==> src/drcm_pkg.sv <==
package drcm_pkg;

  localparam int MV_W       = 13;
  localparam int TIME_W     = 32;
  localparam int LIMIT_A_W  = 12;
  localparam int SURGE_T_W  = 16;
  localparam int FILT_W     = 14;
  localparam int CURRENT_W  = 23;
  localparam int LIMIT_MA_W = 22;
  localparam int CAUSE_W    = 2;

  localparam int CFG_INDEX_W = 3;
  localparam int CFG_DATA_W  = 16;

  localparam logic [CFG_INDEX_W-1:0] REG_COARSE_ZERO = 3'd0;
  localparam logic [CFG_INDEX_W-1:0] REG_FINE_ZERO   = 3'd1;
  localparam logic [CFG_INDEX_W-1:0] REG_CONT_LIMIT  = 3'd2;
  localparam logic [CFG_INDEX_W-1:0] REG_SURGE_LIMIT = 3'd3;
  localparam logic [CFG_INDEX_W-1:0] REG_SURGE_TIME  = 3'd4;

  localparam logic [CAUSE_W-1:0] CAUSE_NONE  = 2'd0;
  localparam logic [CAUSE_W-1:0] CAUSE_ABS   = 2'd1;
  localparam logic [CAUSE_W-1:0] CAUSE_SURGE = 2'd2;

  localparam logic signed [9:0] COARSE_MA_PER_MV = 10'sd400;
  localparam logic signed [6:0] FINE_MA_PER_MV   = 7'sd58;
  localparam logic [9:0]        MA_PER_A         = 10'd1000;
  localparam int                FINE_RANGE_MA    = 75000;

  // largest coarse filter magnitude whose current stays inside the fine range
  localparam int FINE_RANGE_FILT = (FINE_RANGE_MA - 1) / 400;
  localparam logic signed [FILT_W-1:0] FINE_FILT_HI = FILT_W'(FINE_RANGE_FILT);
  localparam logic signed [FILT_W-1:0] FINE_FILT_LO = FILT_W'(-FINE_RANGE_FILT);

endpackage

==> src/drcm_if.sv <==
interface drcm_sample_if;
  logic                           valid;
  logic                           ready;
  logic [drcm_pkg::MV_W-1:0]      coarse_mv;
  logic [drcm_pkg::MV_W-1:0]      fine_mv;
  logic [drcm_pkg::TIME_W-1:0]    now_ms;

  modport source (output valid, coarse_mv, fine_mv, now_ms, input ready);
  modport sink   (input valid, coarse_mv, fine_mv, now_ms, output ready);
endinterface

interface drcm_result_if;
  logic                                 valid;
  logic                                 ready;
  logic signed [drcm_pkg::CURRENT_W-1:0] current_ma;
  logic                                 fault;
  logic [drcm_pkg::CAUSE_W-1:0]         fault_cause;
  logic                                 surging;

  modport source (output valid, current_ma, fault, fault_cause, surging, input ready);
  modport sink   (input valid, current_ma, fault, fault_cause, surging, output ready);
endinterface

==> src/dual_range_current_monitor_top.sv <==
// channel   direction  contents
// samples   in         coarse_mv, fine_mv, now_ms
// results   out        current_ma, fault, fault_cause, surging
// cfg_*     in         write enable, register index, write data
//
// one sample per cycle sustained while results.ready stays high; a sample passes
// through the input register, then the result register, all arithmetic in between
// filters and surge state update as a sample moves into the result register
// a held result stalls the input register only when that register is full
// synchronous active-high reset clears control, filters, surge state and config
module dual_range_current_monitor_top (
  input  logic                                clk,
  input  logic                                rst,
  input  logic                                cfg_write,
  input  logic [drcm_pkg::CFG_INDEX_W-1:0]    cfg_index,
  input  logic [drcm_pkg::CFG_DATA_W-1:0]     cfg_data,
  drcm_sample_if.sink                         samples,
  drcm_result_if.source                       results
);

  // configuration
  logic [drcm_pkg::MV_W-1:0]       coarse_zero;
  logic [drcm_pkg::MV_W-1:0]       fine_zero;
  logic [drcm_pkg::LIMIT_MA_W-1:0] cont_ma;
  logic [drcm_pkg::LIMIT_MA_W-1:0] surge_ma;
  logic [drcm_pkg::SURGE_T_W-1:0]  surge_time;

  // input register
  logic                          sample_valid;
  logic [drcm_pkg::MV_W-1:0]     sample_coarse;
  logic [drcm_pkg::MV_W-1:0]     sample_fine;
  logic [drcm_pkg::TIME_W-1:0]   sample_now;

  // state
  logic signed [drcm_pkg::FILT_W-1:0] coarse_filter;
  logic signed [drcm_pkg::FILT_W-1:0] fine_filter;
  logic                               surge_active;
  logic [drcm_pkg::TIME_W-1:0]        surge_onset;

  // result register
  logic                                  result_valid;
  logic signed [drcm_pkg::CURRENT_W-1:0] result_ma;
  logic [drcm_pkg::CAUSE_W-1:0]          result_cause;
  logic                                  result_surging;

  logic advance;
  logic step;

  logic signed [drcm_pkg::FILT_W-1:0]    coarse_delta;
  logic signed [drcm_pkg::FILT_W-1:0]    fine_delta;
  logic signed [drcm_pkg::FILT_W:0]      coarse_sum;
  logic signed [drcm_pkg::FILT_W:0]      fine_sum;
  logic signed [drcm_pkg::FILT_W-1:0]    coarse_filter_next;
  logic signed [drcm_pkg::FILT_W-1:0]    fine_filter_next;
  logic signed [drcm_pkg::CURRENT_W-1:0] coarse_ma;
  logic signed [drcm_pkg::CURRENT_W-1:0] fine_ma;
  logic signed [drcm_pkg::CURRENT_W-1:0] ma;
  logic                                  use_fine;
  logic                                  above_cont;
  logic                                  above_surge;
  logic                                  below_surge;
  logic                                  in_window;
  logic [drcm_pkg::TIME_W-1:0]           surge_onset_next;
  logic [drcm_pkg::TIME_W-1:0]           elapsed;
  logic                                  timed_out;
  logic [drcm_pkg::CAUSE_W-1:0]          cause;

  assign advance       = !result_valid || results.ready;
  assign step          = sample_valid && advance;
  assign samples.ready = !sample_valid || advance;

  // offset removal and half-sum filter, arithmetic shift gives floor
  assign coarse_delta = $signed({1'b0, sample_coarse}) - $signed({1'b0, coarse_zero});
  assign fine_delta   = $signed({1'b0, sample_fine}) - $signed({1'b0, fine_zero});
  assign coarse_sum   = {coarse_filter[drcm_pkg::FILT_W-1], coarse_filter}
                        + {coarse_delta[drcm_pkg::FILT_W-1], coarse_delta};
  assign fine_sum     = {fine_filter[drcm_pkg::FILT_W-1], fine_filter}
                        + {fine_delta[drcm_pkg::FILT_W-1], fine_delta};
  assign coarse_filter_next = coarse_sum[drcm_pkg::FILT_W:1];
  assign fine_filter_next   = fine_sum[drcm_pkg::FILT_W:1];

  assign coarse_ma = drcm_pkg::CURRENT_W'(coarse_filter_next)
                     * drcm_pkg::CURRENT_W'(drcm_pkg::COARSE_MA_PER_MV);
  assign fine_ma   = drcm_pkg::CURRENT_W'(fine_filter_next)
                     * drcm_pkg::CURRENT_W'(drcm_pkg::FINE_MA_PER_MV);

  // range choice taken on the filter value itself, ahead of the multiply
  assign use_fine = (coarse_filter_next <= drcm_pkg::FINE_FILT_HI)
                    && (coarse_filter_next >= drcm_pkg::FINE_FILT_LO);
  assign ma       = use_fine ? fine_ma : coarse_ma;

  // limits are non-negative, so a negative current never exceeds them
  assign above_cont  = !ma[drcm_pkg::CURRENT_W-1]
                       && (ma[drcm_pkg::LIMIT_MA_W-1:0] > cont_ma);
  assign above_surge = !ma[drcm_pkg::CURRENT_W-1]
                       && (ma[drcm_pkg::LIMIT_MA_W-1:0] > surge_ma);
  assign below_surge = ma[drcm_pkg::CURRENT_W-1]
                       || (ma[drcm_pkg::LIMIT_MA_W-1:0] < surge_ma);
  assign in_window   = above_cont && below_surge;

  assign surge_onset_next = surge_active ? surge_onset : sample_now;
  assign elapsed          = sample_now - surge_onset_next;
  assign timed_out        = elapsed >= {{(drcm_pkg::TIME_W - drcm_pkg::SURGE_T_W){1'b0}},
                                         surge_time};

  always_comb begin
    priority if (in_window && timed_out) begin
      cause = drcm_pkg::CAUSE_SURGE;
    end else if (above_surge) begin
      cause = drcm_pkg::CAUSE_ABS;
    end else begin
      cause = drcm_pkg::CAUSE_NONE;
    end
  end

  always_ff @(posedge clk) begin
    if (rst) begin
      coarse_zero <= '0;
      fine_zero   <= '0;
      cont_ma     <= '0;
      surge_ma    <= '0;
      surge_time  <= '0;
    end else if (cfg_write) begin
      case (cfg_index)
        drcm_pkg::REG_COARSE_ZERO: coarse_zero <= cfg_data[drcm_pkg::MV_W-1:0];
        drcm_pkg::REG_FINE_ZERO:   fine_zero   <= cfg_data[drcm_pkg::MV_W-1:0];
        drcm_pkg::REG_CONT_LIMIT:  cont_ma     <=
          drcm_pkg::LIMIT_MA_W'(cfg_data[drcm_pkg::LIMIT_A_W-1:0])
          * drcm_pkg::LIMIT_MA_W'(drcm_pkg::MA_PER_A);
        drcm_pkg::REG_SURGE_LIMIT: surge_ma    <=
          drcm_pkg::LIMIT_MA_W'(cfg_data[drcm_pkg::LIMIT_A_W-1:0])
          * drcm_pkg::LIMIT_MA_W'(drcm_pkg::MA_PER_A);
        drcm_pkg::REG_SURGE_TIME:  surge_time  <= cfg_data[drcm_pkg::SURGE_T_W-1:0];
        default: ;
      endcase
    end
  end

  always_ff @(posedge clk) begin
    if (rst) begin
      sample_valid <= 1'b0;
    end else if (samples.ready) begin
      sample_valid <= samples.valid;
    end
  end

  always_ff @(posedge clk) begin
    if (samples.valid && samples.ready) begin
      sample_coarse <= samples.coarse_mv;
      sample_fine   <= samples.fine_mv;
      sample_now    <= samples.now_ms;
    end
  end

  always_ff @(posedge clk) begin
    if (rst) begin
      result_valid  <= 1'b0;
      coarse_filter <= '0;
      fine_filter   <= '0;
      surge_active  <= 1'b0;
      surge_onset   <= '0;
    end else begin
      if (advance) begin
        result_valid <= sample_valid;
      end
      if (step) begin
        coarse_filter <= coarse_filter_next;
        fine_filter   <= fine_filter_next;
        surge_active  <= in_window;
        if (in_window) begin
          surge_onset <= surge_onset_next;
        end
      end
    end
  end

  always_ff @(posedge clk) begin
    if (step) begin
      result_ma      <= ma;
      result_cause   <= cause;
      result_surging <= in_window;
    end
  end

  assign results.valid       = result_valid;
  assign results.current_ma  = result_ma;
  assign results.fault_cause = result_cause;
  assign results.fault       = result_cause != drcm_pkg::CAUSE_NONE;
  assign results.surging     = result_surging;

endmodule

==> src/flat_wrapper.sv <==
// flat-port wrapper written by rule: the top's interface ports become plain ports
module dual_range_current_monitor_top_flat 
  (clk, rst, cfg_write, cfg_index, cfg_data, samples_valid, samples_coarse_mv, samples_fine_mv, samples_now_ms, samples_ready, results_valid, results_current_ma, results_fault, results_fault_cause, results_surging, results_ready);
  drcm_sample_if samples_i ();
  drcm_result_if results_i ();
  input  logic clk;
  input  logic rst;
  input  logic cfg_write;
  input  logic [drcm_pkg::CFG_INDEX_W-1:0] cfg_index;
  input  logic [drcm_pkg::CFG_DATA_W-1:0] cfg_data;
  input wire logic [$bits(samples_i.valid)-1:0] samples_valid;
  input wire logic [$bits(samples_i.coarse_mv)-1:0] samples_coarse_mv;
  input wire logic [$bits(samples_i.fine_mv)-1:0] samples_fine_mv;
  input wire logic [$bits(samples_i.now_ms)-1:0] samples_now_ms;
  output wire logic [$bits(samples_i.ready)-1:0] samples_ready;
  output wire logic [$bits(results_i.valid)-1:0] results_valid;
  output wire logic [$bits(results_i.current_ma)-1:0] results_current_ma;
  output wire logic [$bits(results_i.fault)-1:0] results_fault;
  output wire logic [$bits(results_i.fault_cause)-1:0] results_fault_cause;
  output wire logic [$bits(results_i.surging)-1:0] results_surging;
  input wire logic [$bits(results_i.ready)-1:0] results_ready;
  assign samples_i.valid = samples_valid;
  assign samples_i.coarse_mv = samples_coarse_mv;
  assign samples_i.fine_mv = samples_fine_mv;
  assign samples_i.now_ms = samples_now_ms;
  assign samples_ready = samples_i.ready;
  assign results_valid = results_i.valid;
  assign results_current_ma = results_i.current_ma;
  assign results_fault = results_i.fault;
  assign results_fault_cause = results_i.fault_cause;
  assign results_surging = results_i.surging;
  assign results_i.ready = results_ready;
  dual_range_current_monitor_top u_core (.clk(clk), .rst(rst), .cfg_write(cfg_write), .cfg_index(cfg_index), .cfg_data(cfg_data), .samples(samples_i), .results(results_i));
endmodule
==> config.mk <==
export PLATFORM = sky130hd
export DESIGN_NAME = dual_range_current_monitor_top_flat
export DESIGN_NICKNAME = d
export VERILOG_FILES = /design/src/drcm_pkg.sv /design/src/drcm_if.sv /design/src/dual_range_current_monitor_top.sv /design/src/flat_wrapper.sv
export SDC_FILE = /design/constraint.sdc
export NUM_CORES = 1
export LEC_CHECK = 0
export ABC_CLOCK_PERIOD_IN_PS = 16149
export BUFFER_PORTS_ARGS = -buffer_cell sky130_fd_sc_hd__clkbuf_2
export CAP_MARGIN = 10
export CORE_MARGIN = 2
export CORE_UTILIZATION = 24
export DETAILED_ROUTE_END_ITERATION = 12
export GPL_TIMING_DRIVEN = 0
export MAX_ROUTING_LAYER = met4
export PLACE_DENSITY_LB_ADDON = 0.15
export SYNTH_ARGS = -nofsm -noshare
export SYNTH_HDL_FRONTEND = slang
export SYNTH_SLANG_ARGS = --single-unit
==> constraint.sdc <==
create_clock -name clk -period 16.15 [get_ports clk]
set_clock_uncertainty 0.15 [all_clocks]
set_input_delay 4.0375 -clock clk [delete_from_list [all_inputs] [get_ports clk]]
set_output_delay 4.0375 -clock clk [all_outputs]
set_load 0.01 [all_outputs]
-- Word level (Yosys, flattened, before mapping)
Index checks and enable logic that the tools add are counted.
- add/subtract/negate cells: 5
- multipliers: 3
- $lt $le $gt $ge: 6
- equality and inequality tests: 4
- mux-type cells: 3
- reduce and logical (&&, ||, !) cells: 21
- operators with widths (operator ; count):
    $gt 22x22->1 ; 2
    $ge 32x16->1 ; 1
    $mux 32 ; 1
    $sub 32x32->32 ; 1
    $add 14x14->15 ; 2
    $sub 13x13->14 ; 2
    $mux 23 ; 1
    $lt 22x22->1 ; 1
    $mul 14x6->20 const B ; 1
    $mul 12x7->19 const B ; 1
    $mul 14x6->19 const B ; 1
    $ge 14x9->1 const B ; 1
    $le 14x9->1 const B ; 1
    $reduce_and 2->1 ; 6
    $logic_and 1x1->1 ; 7
    $eq 3x2->1 const B ; 2
    $eq 3x1->1 const B ; 1
    $eq 3x3->1 const B ; 1
    $logic_not 1->1 ; 3
    $logic_not 3->1 ; 1
    $logic_or 1x1->1 ; 3
    $reduce_bool 2->1 ; 1
    $mux 1 ; 1
- bits in registers: 227
- bits of input ports: 82
- logic and storage cells: 59

-- Logic depth before layout (Yosys ltp)
Gate-level depths: netlist of the first run.
- depth in word-level cells: 9
- mapped depth: 44

-- Worst setup path before layout of the first run
Ideal clock, no wire load.
- kind: flip-flop to flip-flop
- start: register u_core.sample_fine[0] in the netlist's numbering
- end: register u_core.surge_onset[6] in the netlist's numbering
- setup time: 0.079 ns
- arrival time: 8.597 ns
- slack: 7.324 ns
- stages on the path, launching flop included: 41
- cell sequence: edfxtp_1 > inv_1 > ha_1 > inv_1 > fa_1 > a21o_1 > a21oi_1 > o21ai_0 > a21oi_1 > o21ai_0 > a21oi_1 > o211ai_1 > xor2_1 > ha_1 > or3_1 > o211a_1 > o21a_1 > or3_1 > [5 not listed] > inv_1 > ha_1 > o21ai_0 > nand2b_1 > and4_1 > a221oi_2 > a21oi_1 > or2_2 > mux2i_1 > ha_1 > nand4_1 > a2111oi_0 > o31ai_1 > a221oi_1 > o211a_1 > clkbuf_1 > a21oi_1 > a211oi_2
- word-level cells in the longest chain between the ends: 8
- elaborated cells between the ends (all ways): 11
- classes of those cells: add/sub: 2; mul: 1; order compare: 2; mux: 1; reduce/logical: 5
- ends and longest elaborated chain (what ; line ; RTL):
    from (decl) ; dual_range_current_monitor_top.sv:31 ; logic [drcm_pkg::MV_W-1:0] sample_fine;
    from (signal assigned) ; dual_range_current_monitor_top.sv:150 ; sample_fine <= samples.fine_mv;
    $sub 13x13->14 (*) ; dual_range_current_monitor_top.sv:74 ; assign fine_delta = $signed({1'b0, sample_fine}) - $signed({1'b0, fine_zero});
    $add 14x14->15 (*) ; dual_range_current_monitor_top.sv:78 ; + {fine_delta[drcm_pkg::FILT_W-1], fine_delta};
    net u_core.fine_sum, one bit ; dual_range_current_monitor_top.sv:52 ; logic signed [drcm_pkg::FILT_W:0] fine_sum;
    $mul 14x6->20 (*) ; dual_range_current_monitor_top.sv:85 ; * drcm_pkg::CURRENT_W'(drcm_pkg::FINE_MA_PER_MV);
    $mux 23 (*) ; dual_range_current_monitor_top.sv:90 ; assign ma = use_fine ? fine_ma : coarse_ma;
    net u_core.ma, one bit ; dual_range_current_monitor_top.sv:57 ; logic signed [drcm_pkg::CURRENT_W-1:0] ma;
    $gt 22x22->1 or $lt 22x22->1 (tied branches) ; dual_range_current_monitor_top.sv:94, dual_range_current_monitor_top.sv:98 ;
    $logic_and 1x1->1 or $logic_or 1x1->1 (tied branches) ; dual_range_current_monitor_top.sv:94, dual_range_current_monitor_top.sv:98 ;
    $logic_and 1x1->1 (*) ; dual_range_current_monitor_top.sv:99 ; assign in_window = above_cont && below_surge;
    $reduce_and 2->1 (no line) (*) ; n/a ;
    to (signal assigned) ; dual_range_current_monitor_top.sv:171 ; surge_onset <= surge_onset_next;
    to (decl) ; dual_range_current_monitor_top.sv:38 ; logic [drcm_pkg::TIME_W-1:0] surge_onset;
The timed path passes the listed nets; every way through them passes the cells marked *.
A chain may end at the register's enable or synchronous reset.

-- Worst setup path in the final report of the first run
- start: register u_core.sample_fine[1] in the netlist's numbering
- end: register u_core.surge_onset[24] in the netlist's numbering
Same word-level chain as after synthesis.

==> results.cfg, run 1 <==
[route]
met3_length_mm = 1.26
via_count = 14500
first_pass_iters = 5
ant_nets = 0
top_layer = met4
via_per_inst = 4.43
drc = 0
wl_met1_mm = 25.8
drtIter0Drc = 522
wl_met2_mm = 27.5
wl_mm = 55.7
wl_per_cell_um = 17.0

[sta]
setup_violations = 0
whs_ps = 306
final_max_slew_viol_count = 0
tightest_slew_ps = 1280
finalHoldViolations = 0
grt_setup_unrepaired = no
maxSlewHeadroom = 0.141
tns_ps = 0
fin_crit_ps = 11460
min_period_over_period = 0.709
fmax_mhz = 87.3

[place]
dp_hpwl_mm = 45.7
place.gp.congestion = 0.835
io_buffers = 108

[global_route]
grt-ovfl-total = 0
antenna_found_initial = 2
grt_max_degree = 59
grt_pass1_wl_mm = 85.9
grt_use_total = 0.144
grt_pass1_vias = 14800

[logic_synthesis]
async_reset_ff_frac = 0
synthMuxAreaShare = 0.0224
synth_top_family_by_area = adder cells
synthSimpleGateAreaFrac = 0.127
avgSynthCellArea_um2 = 8.98
ys_seq_area_frac = 0.288
synth_ff_type = dfxtp_1
synth_edf_count = 83
synth_nets = 2514
synthCells = 2072
ys_ff_latch = 226
synth_area_um2 = 18600
ys_types = 80
synthAdderAreaFrac = 0.275
synth_xor_area_frac = 0.0480
synth_compound_area_frac = 0.174
synth_warnings = 0

[final_layout]
fill_cells = 8298
area_growth_pct = 15.0
drive_above_1_share = 0.0891
nets = 2653
diodes = 0

[setup_path]
cp_slowest_stage_delay_ps = 790
critPathSlowestCell = a221oi_1
crit_path_frequent_cell = ha_1
worstSetupStartpointType = flop
reg2reg_from = u_core.sample_fine[1]
crit_required_ps = 16480
crit_fanout = 10
path_class = flop to flop
end_kind = flop
r2r_end = u_core.surge_onset[24]
arrival_ps = 11790
rrSetupSlack_ps = 4690
rr_worst_depth = 40

[floorplanning]
ios = 111
die_area_um2 = 79800
rows = 102
die_w_um = 282
start_util = 0.241
fp.dieH_um = 282
core_um2 = 77100

[hold_path]
hp-class = flop to flop
holdCritStartpoint = u_core.fine_zero[7]
hold_depth = 2
min_to = u_core.fine_zero[7]

[clocking]
clockBufferDepth = 3
cts_root_buf = clkbuf_16
ctsHoldBuffers = 0
clock-sinks = 226
insertion_delay_ps = 590
numCtsBuffers = 28
cts_resized = 0
postCtsSetupRepairBufs = 0
cts_tree = built
clk_pin_slew_worst_paths_ps = 60
ctsHtreeMaxLevel = 1

[run_status]
status = complete, no violations

[run]
max-cap-violations = 0
## logic make-up after synthesis
group / count (synthesis)
fa+ha+maj: 360
buf+inv: 311
compound gates: 511
simple gates: 521
flops: 226
other cells: 1
mux: 40
xor+xnor: 102
## critical path, delay by kind of cell (launching register included)
kind                       cells  cell delay, ps
adders and majority gates      7            2460
muxes                          1             660
buffers and inverters          3             540
xor gates and xnor gates       1             140
DFF                            1             420
and+or+nand+nor                9            2150
AOI/OAI and AO/OA             19            4780
## registers in the layout, indices dropped and copies added, names as in the netlist, 14 cells and up
| signal | cells |
|---|---|
| u_core.surge_time | 16 |
| u_core.sample_now | 32 |
| u_core.cont_ma | 19 |
| u_core.coarse_filter | 14 |
| u_core.surge_ma | 19 |
| u_core.results.current_ma | 22 |
| u_core.fine_filter | 14 |
| u_core.surge_onset | 32 |
## cell usage in the layout, fill, tap and decap left out, drive strengths merged, types with 11 or more instances in the layout
cell type    n
a211oi      52
a21boi      13
a21o        51
a21oi      211
a31oi       16
and2        12
and3        16
buf         11
clkbuf     200
dfxtp      143
edfxtp      83
fa          81
ha         279
inv        252
mux2i       36
nand2      261
nand2b      17
nand3       21
nand4       13
nor2        99
nor2b       21
nor3        20
o21a        20
o21ai       76
or3         11
xnor2       70
xor2        32
## per-stage QoR
stage | setup slack [ps] | std cells | area, µm² | utilization
after global routing | 3740 | 3273 | 21400 | 0.278
final | 4690 | 3273 | 21400 | 0.278
after floorplan | 7320 | 2072 | 18600 | -
after CTS | 4600 | 3273 | 21400 | 0.278
after detailed placement | 4670 | 3221 | 20500 | 0.266
after global placement | 4680 | 3220 | 20400 | 0.265
## synthesized netlist by cell type, types with 4 or more instances
cell       instances  area, µm²
and3_1            16        100
a21oi_1          211       1060
a211oi_1          48        360
a211o_1            4       35.0
or3_1             11       68.8
nand2_1          261        980
nor2b_1           21        131
nor3_1            20        100
a211oi_2           4       50.1
fa_1              81       1620
o21a_1            20        150
edfxtp_1          83       2490
a31oi_1           16        100
nand2b_1          17        106
o211ai_1           6       45.0
o211a_1            5       50.1
a21o_1            51        383
buf_6              6       67.6
clkbuf_1          49        184
o2111ai_1          6       52.6
a31o_2             5       43.8
nor4_1             6       37.5
or2_2              8       50.1
o21ai_0           73        365
o21bai_1           8       60.1
and2_1            12       75.1
nand3_1           20        100
inv_1            249        935
dfxtp_1          143       2860
nand4_1           13       81.3
o31ai_1            8       60.1
nor2_1            98        368
ha_1             279       3490
a21boi_0          13       97.6
xor2_1            32        280
xnor2_1           70        613
a221oi_1           4       35.0
mux2i_1           35        350
## area by class of cell
| type | instances | area, µm² | share of cell area |
|---|---|---|---|
| inverters | 251 | 945 | 0.0441 |
| repair buffers | 109 | 561 | 0.0262 |
| well taps | 1040 | 1300 | 0.0608 |
| multi-input cells | 1535 | 12000 | 0.562 |
| plain buffers | 60 | 279 | 0.0130 |
| flip-flops and latches | 226 | 5360 | 0.250 |
| clock buffers | 42 | 837 | 0.0391 |
| clock inverters | 10 | 95.1 | 0.00444 |
## worst max-delay path by stage
stage                                 start                     end  cells after the start
CTS                   u_core.sample_fine[1]  u_core.surge_onset[24]                     39
detailed placement    u_core.sample_fine[0]  u_core.surge_onset[24]                     40
global placement      u_core.sample_fine[0]  u_core.surge_onset[25]                     40
finish                u_core.sample_fine[1]  u_core.surge_onset[24]                     40
floorplan             u_core.sample_fine[0]   u_core.surge_onset[6]                     40
global route        u_core.sample_coarse[0]  u_core.surge_onset[24]                     39
## per-layer routing
layer	GRT usage	vias to the layer above
li1	-	7449
met4	0.0328	0
met5	-	-
met2	0.253	163
met1	0.180	6817
met3	0.0116	63
Power of run 1 is not shown: default switching activity piles up to over one toggle a cycle in this logic, so the estimate is an artifact.
==> run 2, diff against run 1 <==
ABC_AREA = 1   (was default)
ABC_CLOCK_PERIOD_IN_PS = 11650   (was 16149)
clock period = 11.65 ns   (was 16.15 ns; I/O delays follow)
==> run 2 against run 1 <==
Against the previous run:
- synthesized cell count is 19% higher
- first-iteration DRC count grew 62%
- critical path depth is 8 higher
- cell count grew 13%
- via count up 13%
- synthesized area grew 3.9%
- hold slack got worse by 0.57 ps
- worst setup slack worse by 3500 ps
- sequential share of layout area decreased by 0.93 points
- non-clock buffer count shrank 4
- clock-buffer cell count down 6
- fmax grew 9.7%
- critical endpoint is now u_core.surge_onset[29]
==> results.cfg, run 2 <==
[clocking]
clk_pin_slew_worst_paths_ps = 60
cts_tree = built
clock-sinks = 226
clockBufferDepth = 3
insertion_delay_ps = 600
ctsHtreeMaxLevel = 1
numCtsBuffers = 30
postCtsSetupRepairBufs = 0
cts_root_buf = clkbuf_16
cts_resized = 0
ctsHoldBuffers = 0

[setup_path]
cp_slowest_stage_delay_ps = 630
crit_path_frequent_cell = nand2_1
r2r_end = u_core.surge_onset[29]
end_kind = flop
crit_required_ps = 11960
rr_worst_depth = 48
path_class = flop to flop
arrival_ps = 10750
rrSetupSlack_ps = 1210
crit_family = adder cells
critPathSlowestCell = a21oi_2
crit_fanout = 10
crit_buf_inv = 9
reg2reg_from = u_core.sample_fine[2]
path_depth = 48
worstSetupStartpointType = flop

[sta]
maxSlewHeadroom = 0.261
fmax_mhz = 95.8
fin_crit_ps = 10440
setup_ws_ps = 1210
tns_ps = 0
finalHoldViolations = 0
min_period_over_period = 0.896
setup_violations = 0
final_max_slew_viol_count = 0
tightest_slew_ps = 1110
grt_setup_unrepaired = no

[logic_synthesis]
yosysMostFrequentCell = inv_1
synthCells = 2466
synth_ff_type = dfxtp_1
synth_top_cell_by_area = ha_1
ys_ff_latch = 226
avgSynthCellArea_um2 = 7.84
yosysTopAreaCellShare = 0.181
synth_warnings = 0
ys_types = 51
yosys-top-cells-count = 478 x inv_1, 403 x nand2_1, 279 x ha_1
synth_edf_count = 83
yosys-top-cells-area = ha_1 18%, dfxtp_1 15%, edfxtp_1 13%
synth_nets = 2908
async_reset_ff_frac = 0
ys_seq_area_frac = 0.277
synth_area_um2 = 19300

[final_layout]
nets = 3050
fill_cells = 8829
drive_above_1_share = 0.0741
layout_common_cells = 477 x inv_1, 403 x nand2_1, 279 x ha_1
final_common_cell = inv_1
final_area_um2 = 22200
area_growth_pct = 15.0

[floorplanning]
die_area_um2 = 82800
start_util = 0.241
rows = 104
die_w_um = 288
fp.dieH_um = 288
core_um2 = 80200
ios = 111

[place]
io_buffers = 108
place_area_um2 = 21300
dpl_worst_slack_ps = 1240
place.gp.congestion = 0.874
dp_hpwl_mm = 49.9

[hold_path]
min_to = u_core.fine_filter[0]
holdCritStartpoint = u_core.fine_filter[0]
hp-class = flop to flop
hold_depth = 2

[route]
wl_per_cell_um = 16.5
drtIter0Drc = 845
via_count = 16300
via_per_inst = 4.42
ant_nets = 0
wl_mm = 60.9
first_pass_iters = 7
drc = 0

[run]
max-cap-violations = 0

[run_status]
status = complete, no violations

[global_route]
grt_use_total = 0.150
grt_pass1_wl_mm = 93.1
antenna_found_initial = 2
grt_pass1_vias = 16000
grt_max_degree = 48
grt-ovfl-total = 0
[run 2: changes by cell type in the layout (fill, tap and decap cells not counted), sizes merged, moves of 42 or more]
cell	change
nand4	+42
a211oi	-46
xor2	+43
o21ai	+116
inv	+229
nor2	+48
nand2	+145
nand3	+48
[run 2: worst register-to-register path: cells and delay by family, from the launching register on]
| family | cells | cell delay, ps |
|---|---|---|
| flops | 1 | 460 |
| fa+ha+maj | 7 | 2840 |
| simple gates | 22 | 2780 |
| xor+xnor | 1 | 180 |
| buf+inv | 9 | 1230 |
| compound gates | 9 | 2630 |
[run 2: metal layers]
metal,vias up,track usage,part of all wire
met5,-,-,0
met4,0,0.0284,0.016
met3,48,0.0242,0.043
met2,263,0.243,0.46
met1,7677,0.199,0.48
li1,8349,-,-
[run 2: per-stage QoR]
step | hold WS (ps) | instances | util
5_1_grt | 316 | 3694 | 0.277
6_report | 305 | 3695 | 0.277
2_1_floorplan | 272 | 2466 | -
4_1_cts | 302 | 3692 | 0.277
3_5_place_dp | 294 | 3636 | 0.265
3_3_place_gp | 283 | 3634 | 0.264
[run 2: cell families (layout without fill, tap and decap cells)]
| group | Yosys count | count (layout) | share of synthesized area |
|---|---|---|---|
| buf+inv | 537 | 703 | 0.107 |
| xor+xnor | 108 | 108 | 0.0497 |
| compound gates | 509 | 509 | 0.142 |
| fa+ha+maj | 360 | 360 | 0.264 |
| mux | 4 | 4 | 0.00207 |
| other cells | 1 | 4 | 0.000194 |
| simple gates | 721 | 721 | 0.158 |
| flops | 226 | 226 | 0.277 |
[run 2: cell type report]
type / instances / area, µm² / area share
Antenna cell: 3 / 7.51 / 0.000338
Buffer: 55 / 254 / 0.0114
Clock buffer: 36 / 805 / 0.0362
Clock inverter: 20 / 156 / 0.00704
Inverter: 482 / 1810 / 0.0815
Multi-Input combinational cell: 1703 / 11900 / 0.536
Sequential cell: 226 / 5360 / 0.241
Tap cell: 1060 / 1330 / 0.0597
Timing Repair Buffer: 110 / 588 / 0.0265
[run 2: worst max-delay path by stage]
| stage | from | to | slack, ps |
|---|---|---|---|
| final | u_core.sample_fine[2] | u_core.surge_onset[29] | 1210 |
| after detailed placement | u_core.sample_fine[2] | u_core.surge_onset[29] | 1240 |
| after global routing | u_core.sample_fine[2] | u_core.surge_onset[10] | 270 |
| after floorplan | u_core.sample_fine[2] | u_core.results.fault_cause[1] | 4000 |
| after global placement | u_core.sample_fine[2] | u_core.results.fault_cause[0] | 1180 |
| after CTS | u_core.sample_fine[2] | u_core.surge_onset[29] | 1150 |
Power of run 2 is left out for the same reason.
